<file path="src/rtl/core/rdc_pkg.sv">
// ----------------------------------------------------------------------------
// Raycaster package
// Shared constants, codes and control types of the grid raycaster core.
// ----------------------------------------------------------------------------
`default_nettype none

package rdc_pkg;

   // Map and number formats
   localparam int MAP_DIM    = 64;
   localparam int CELL_W     = $clog2(MAP_DIM);
   localparam int ADDR_W     = 2 * CELL_W;
   localparam int FRAC_BITS  = 16;
   localparam int DIR_FRAC   = 14;
   localparam int POS_W      = 22;
   localparam int DIR_W      = 16;
   localparam int MAG_W      = 16;
   localparam int NEXT_W     = 24;
   localparam int PROD_W     = NEXT_W + MAG_W;
   localparam int DIV_W      = PROD_W;
   localparam int DCNT_W     = $clog2(DIV_W);
   localparam int COORD_W    = 8;
   localparam int CODE_W     = 8;
   localparam int SIZE_W     = 7;
   localparam int DIST_W     = 23;
   localparam int TEX_W      = 16;
   localparam int SIDE_W     = 2;
   localparam int STEP_MAX   = 2 * MAP_DIM + 4;
   localparam int GUARD_W    = $clog2(STEP_MAX + 1);

   localparam logic [CODE_W-1:0] EMPTY_CODE = 8'd32;
   localparam logic [DIST_W-1:0] DIST_MAX   = 23'h7FFFFF;
   localparam logic [SIZE_W-1:0] SIZE_MAX   = SIZE_W'(MAP_DIM);
   localparam logic [SIZE_W-1:0] SIZE_RESET = SIZE_W'(64);
   localparam logic [NEXT_W-1:0] UNIT       = NEXT_W'(1) << FRAC_BITS;

   // Commands of the request word
   localparam logic CMD_WRITE = 1'b0;
   localparam logic CMD_CAST  = 1'b1;

   // Register indexes
   localparam int CSR_IDX_W  = 2;
   localparam int CSR_DATA_W = 7;
   localparam logic [CSR_IDX_W-1:0] CSR_MAP_WIDTH  = 2'd0;
   localparam logic [CSR_IDX_W-1:0] CSR_MAP_HEIGHT = 2'd1;

   // Side codes
   localparam logic [SIDE_W-1:0] SIDE_POS_X = 2'd0;
   localparam logic [SIDE_W-1:0] SIDE_POS_Y = 2'd1;
   localparam logic [SIDE_W-1:0] SIDE_NEG_X = 2'd2;
   localparam logic [SIDE_W-1:0] SIDE_NEG_Y = 2'd3;

   // Commands from the controller to the datapath
   typedef struct packed {
      logic mem_wr;
      logic load;
      logic mul;
      logic step;
      logic rd;
      logic chk;
      logic setup;
      logic div_run;
      logic tmul;
      logic out_load;
   } dp_cmd_type;

   // Status from the datapath to the controller
   typedef struct packed {
      logic stop;
      logic a_zero;
      logic div_done;
   } dp_stat_type;

endpackage

`default_nettype wire

</file>
<file path="src/rtl/core/rdc_ctrl.sv">
// ----------------------------------------------------------------------------
// Raycaster controller
// Sequences map writes, DDA steps, the two divisions and the result handoff.
// ----------------------------------------------------------------------------
`default_nettype none

module rdc_ctrl
   import rdc_pkg::*;
(
   input  wire logic        clock,
   input  wire logic        reset,
   input  wire logic        req_valid,
   input  wire logic        req_cmd,
   output logic             req_ready,
   input  wire logic        rsp_ready,
   output logic             rsp_valid,
   input  wire dp_stat_type stat,
   output dp_cmd_type       cmd
);

   typedef enum logic [9:0] {
      S_IDLE  = 10'b0000000001,
      S_MUL   = 10'b0000000010,
      S_STEP  = 10'b0000000100,
      S_READ  = 10'b0000001000,
      S_CHECK = 10'b0000010000,
      S_SETUP = 10'b0000100000,
      S_DIVD  = 10'b0001000000,
      S_TMUL  = 10'b0010000000,
      S_DIVT  = 10'b0100000000,
      S_DONE  = 10'b1000000000
   } state_type;

   state_type state_ff, state_in;
   logic      rsp_valid_ff, rsp_valid_in;
   logic      accept;
   logic      slot_free;

   assign req_ready = (state_ff == S_IDLE);
   assign accept    = req_valid & req_ready;
   assign slot_free = ~rsp_valid_ff | rsp_ready;
   assign rsp_valid = rsp_valid_ff;

   // Next state and commands
   always_comb begin
      state_in = state_ff;
      cmd      = '0;
      case (state_ff)
         S_IDLE: begin
            if (accept) begin
               if (req_cmd == CMD_CAST) begin
                  cmd.load = 1'b1;
                  state_in = S_MUL;
               end else begin
                  cmd.mem_wr = 1'b1;
               end
            end
         end
         S_MUL: begin
            cmd.mul  = 1'b1;
            state_in = S_STEP;
         end
         S_STEP: begin
            cmd.step = 1'b1;
            state_in = S_READ;
         end
         S_READ: begin
            cmd.rd   = 1'b1;
            state_in = S_CHECK;
         end
         S_CHECK: begin
            cmd.chk  = 1'b1;
            state_in = stat.stop ? S_SETUP : S_MUL;
         end
         S_SETUP: begin
            cmd.setup = 1'b1;
            state_in  = stat.a_zero ? S_DONE : S_DIVD;
         end
         S_DIVD: begin
            cmd.div_run = 1'b1;
            if (stat.div_done) begin
               state_in = S_TMUL;
            end
         end
         S_TMUL: begin
            cmd.tmul = 1'b1;
            state_in = S_DIVT;
         end
         S_DIVT: begin
            cmd.div_run = 1'b1;
            if (stat.div_done) begin
               state_in = S_DONE;
            end
         end
         S_DONE: begin
            if (slot_free) begin
               cmd.out_load = 1'b1;
               state_in     = S_IDLE;
            end
         end
         default: begin
            state_in = S_IDLE;
         end
      endcase
   end

   // Response valid flag
   always_comb begin
      rsp_valid_in = rsp_valid_ff;
      if (cmd.out_load) begin
         rsp_valid_in = 1'b1;
      end else if (rsp_ready) begin
         rsp_valid_in = 1'b0;
      end
   end

   always_ff @(posedge clock) begin
      if (reset) begin
         state_ff     <= S_IDLE;
         rsp_valid_ff <= 1'b0;
      end else begin
         state_ff     <= state_in;
         rsp_valid_ff <= rsp_valid_in;
      end
   end

endmodule

`default_nettype wire

</file>
<file path="config.mk">
export PLATFORM = sky130hd
export DESIGN_NAME = rdc_ctrl
export DESIGN_NICKNAME = d
export VERILOG_FILES = /design/src/rtl/core/rdc_pkg.sv /design/src/rtl/core/rdc_ctrl.sv
export SDC_FILE = /design/constraint.sdc
export NUM_CORES = 1
export LEC_CHECK = 0
export BUFFER_PORTS_ARGS = -buffer_cell sky130_fd_sc_hd__clkbuf_2
export CAP_MARGIN = 20
export CORE_ASPECT_RATIO = 0.6
export CORE_MARGIN = 1
export CORE_UTILIZATION = 30
export DETAILED_ROUTE_END_ITERATION = 8
export HOLD_SLACK_MARGIN = 0.15
export PLACE_DENSITY = 0.48
export SLEW_MARGIN = 25
export SYNTH_ARGS = -nofsm -noshare
export SYNTH_HDL_FRONTEND = slang
export SYNTH_SLANG_ARGS = --single-unit
export TNS_END_PERCENT = 50
</file>
<file path="constraint.sdc">
create_clock -name clock -period 4.8 [get_ports clock]
set_clock_uncertainty 0.15 [all_clocks]
set_input_delay 0 -clock clock [delete_from_list [all_inputs] [get_ports clock]]
set_output_delay 0 -clock clock [all_outputs]
set_load 0.01 [all_outputs]
</file>
Word-level counts from Yosys, hierarchy flattened
Index checks and enable logic that the tools add are counted.

Bitwise operators: 3. Reductions and logical operators: 3. Multiplexer cells: 23. Equal/unequal tests: 15.

Operator list (count): $pmux W10 S10 (1); $mux W10 (6); $mux W1 (13); $eq A10 B1 Y1 const B (1); $eq A10 B10 Y1 const B (1); $eq A10 B2 Y1 const B (1); $eq A10 B3 Y1 const B (1); $eq A10 B4 Y1 const B (1); $eq A10 B5 Y1 const B (1); $eq A10 B6 Y1 const B (1); $eq A10 B7 Y1 const B (1); $eq A10 B8 Y1 const B (1); $eq A10 B9 Y1 const B (1); $ne A2 B2 Y1 const B (4); $mux W6 (1); $reduce_and A5 Y1 (1); $mux W2 (2); $ne A2 B1 Y1 const B (1); $reduce_bool A2 Y1 (1); $reduce_or A2 Y1 (1); $and A1 B1 Y1 (1); $not A1 Y1 (1); $or A1 B1 Y1 (1).

Input port bits: 8. Register bits: 11. Logic and storage cells: 46.

Logic depth before layout (Yosys ltp)
Word-level depth: 5. Depth in mapped cells: 6.

Worst setup path after synthesis
No wires, ideal clock.

Kind: register to register. From: register state_ff[0]. To: register state_ff[6]. Period minus slack after synthesis: 2.040 ns. Path slack: 2.760 ns. Arrival time: 1.801 ns. Stages on the path, launching flop included: 5. Setup time: 0.088 ns. Cell sequence: dfxtp_1 > or4_4 > or4_4 > and2_4 > a311oi_2.

Longest elaborated chain between the ends: 4. Elaborated cells between the ends (all ways): 18. Those cells by class: eq/ne (15); mux (1); bitwise (1); reduce/logical (1).

Ends and longest elaborated chain: start, declared (RTL line rdc_ctrl.sv:34) `state_type state_ff, state_in;`; start signal, assigned (RTL line rdc_ctrl.sv:122) `state_ff <= state_in;`; $eq A10 B1 Y1 (RTL line rdc_ctrl.sv:39, rdc_ctrl.sv:48); $and A1 B1 Y1 (RTL line rdc_ctrl.sv:40) `assign accept = req_valid & req_ready;`; $ne A2 B1 Y1 (no source line); $reduce_and A5 Y1 (no source line).

Parallel ways exist; a longest one is shown, timed or not. A chain may end at the register's enable or synchronous reset.

Worst setup path after layout
From: register state_ff[0]. To: register state_ff[9].

Same word-level chain as after synthesis.

==> impl_metrics.ini <==
[drt]
route.met3.wl_microns = 200
wl_mm = 1.98
viasPerCell = 5.33
postRouteAntennaNets = 0
dr_total_vias = 784
route.detailed.drc = 0
firstDrtPassIters = 4
drtIter0Drc = 52
wl_per_cell_microns = 13.4
wl_met2_microns = 773
met1_length_microns = 976
top_layer_used = met4

[synthesis]
synthFlopType = dfxtp_1
yosys.area.top_type = dfxtp_1
synth_fp_nets = 99
synth_commonest_cells = 11 x dfxtp_1, 9 x nand2_1, 8 x nor2_1, 5 x and3_1
synthesis.area_sq_um = 779
ys_ff_latch = 11
synth-edff-count = 0
synthArstFlopShare_pct = 0
synth_seq_area_share_pct = 28.3
netlist_instances = 91
synth_most_common_cell = dfxtp_1
synth_area_leaders = dfxtp_1 28%, nand2_1 4.3%, and3_1 4.0%
yosys_warnings = 0
synth_top_area_share_pct = 28.3
synth.avg_cell_area_sq_um = 8.57
ys_types = 38

[setup_path]
cp_max_fo = 8
worstReg2RegEnd = state_ff[9]$_SDFFE_PP0P_
required_ps = 4780
start_kind = flip-flop
arrival_ps = 2480
reg2reg_from = state_ff[0]$_SDFFE_PP1P_
endpoint_kind = flip-flop
rrSetupSlack_ps = 2300
startpoint = state_ff[0]$_SDFFE_PP1P_
critPathKind = flip-flop to flip-flop
endpoint = state_ff[9]$_SDFFE_PP0P_
ff2ff_path_depth = 5

[pwr]
p_leak_nw = 0.432
p_per_area_nw_per_um2 = 264
power_uw = 261
ir_drop_mv = 0.144

[sta]
min_period_ps = 2500
report.final.hold_viol_count = 0
tightest_slew_ps = 560
setup_tns_ps = 0
max_slew_margin_pct = 62.4
max_freq_mhz = 400
period_share_pct = 52.1
rsz0062_at_grt = false
setup_violations = 0
slew_violations = 0

[global_routing]
first_global_vias = 683
globalRouteTotalUtil_pct = 15.5
grt_pass1_wl_mm = 3.20
grt_overflow = 0
grt_start_max_net_pins = 10
antenna_found_initial = 0

[floorplanning]
rows = 13
dieHeight_microns = 41.5
pin_count = 20
dieArea_sq_um = 2810
fp.coreArea_sq_um = 2310
floorplan.initialDensity_pct = 33.7
die_x_microns = 67.8

[finish]
fin_area_sq_um = 986
layout.nets = 126
diodes = 0
area_delta_synth_final_pct = 26.5
drive_above_1_share_pct = 28.2

[min_path]
hp-class = input pin to flip-flop
min_from = stat[0]

[clock_tree]
root_buffer = clkbuf_8
tritoncts = done
htree_num_levels = 1
numCtsBuffers = 3
clockBufferDepth = 2
post_cts_resized = 0
clkSlewWorstSetupHoldPaths_ps = 50
clk_latency_ps = 240
clock_sinks = 11

[run_status]
status = completed

[placed_design]
hpwl_mm = 1.46
portBuffers = 19
postPlaceCellArea_sq_um = 851
gp_congestion = 0.879

[run]
maxCapViolations = 0
what timing repair did:
action / CTS / global route
hold endpoints to repair: 12 / 0
hold buffers: 9 / 0
buffers inserted: 0 / 0
cell families (layout without fill, tap and decap cells):
family	count (synthesis)	in the layout	share of synthesized area [%]
compound gates	14	14	13.3
xor+xnor	3	3	3.37
buf+inv	8	34	8.83
flops	11	11	28.3
simple gates	55	55	46.2
per-stage QoR:
stage / cells / hold slack, ps / utilization [%] / worst slack (ps)
2_1_floorplan: 91 / -102 / - / 2760
3_3_place_gp: 134 / 96.8 / 36.8 / 2720
3_5_place_dp: 134 / 100 / 36.8 / 2680
4_1_cts: 147 / 201 / 42.7 / 2330
5_1_grt: 147 / 214 / 42.7 / 2230
6_report: 147 / 196 / 42.7 / 2300
power breakdown:
group          internal [mW]  switching, mW
logic                 0.0287         0.0326
clock network         0.0585         0.0372
registers             0.0955        0.00821
worst max-delay path, cell delays in order (launching register included):
cell           delay (ps)
dfxtp_1               370
or4_4                 590
or4_4                 560
nand2_1               110
a21oi_1                50
dlygate4sd3_1         560
final cells by class:
class	count	area (sq um)
Fill cell	242	1320
Multi-Input combinational cell	72	490
Sequential cell	11	220
Timing Repair Buffer	28	185
Clock buffer	4	45.0
Tap cell	30	37.5
Inverter	2	7.51
layer usage:
layer / vias up / global-route usage (%)
met5: - / 0
met4: 0 / 5.00
met3: 5 / 4.95
met2: 34 / 20.8
met1: 353 / 22.8
li1: 392 / -
worst min-delay path by stage:
stage          cells after the start  slack [ps]                        to
2_1_floorplan                      1        -100                    cmd[9]
3_3_place_gp                       3         100                    cmd[9]
3_5_place_dp                       3         100                    cmd[9]
4_1_cts                            5         200  state_ff[7]$_SDFFE_PP0P_
5_1_grt                            5         210  state_ff[8]$_SDFFE_PP0P_
6_report                           5         200  state_ff[7]$_SDFFE_PP0P_
registers in the layout, indices dropped and copies added, names as in the netlist:
name,count
rsp_valid,1
state_ff,10
placed cells by master, fill, tap and decap left out, drive strengths merged, types with 2 or more instances in the layout:
cell type and instances:
a21oi 3, clkbuf 23, o21ai 3, xnor2 2, and4b 2, nand3 2, and3 5, nor3 4
or4 4, nor4b 2, nor3b 2, nor4 5, and2b 2, nor2 8, dfxtp 11, inv 2
dlygate4sd3 9, nand2 9, o21ba 2, nand4b 2, nand2b 4
(Power assumes the default switching activity.)
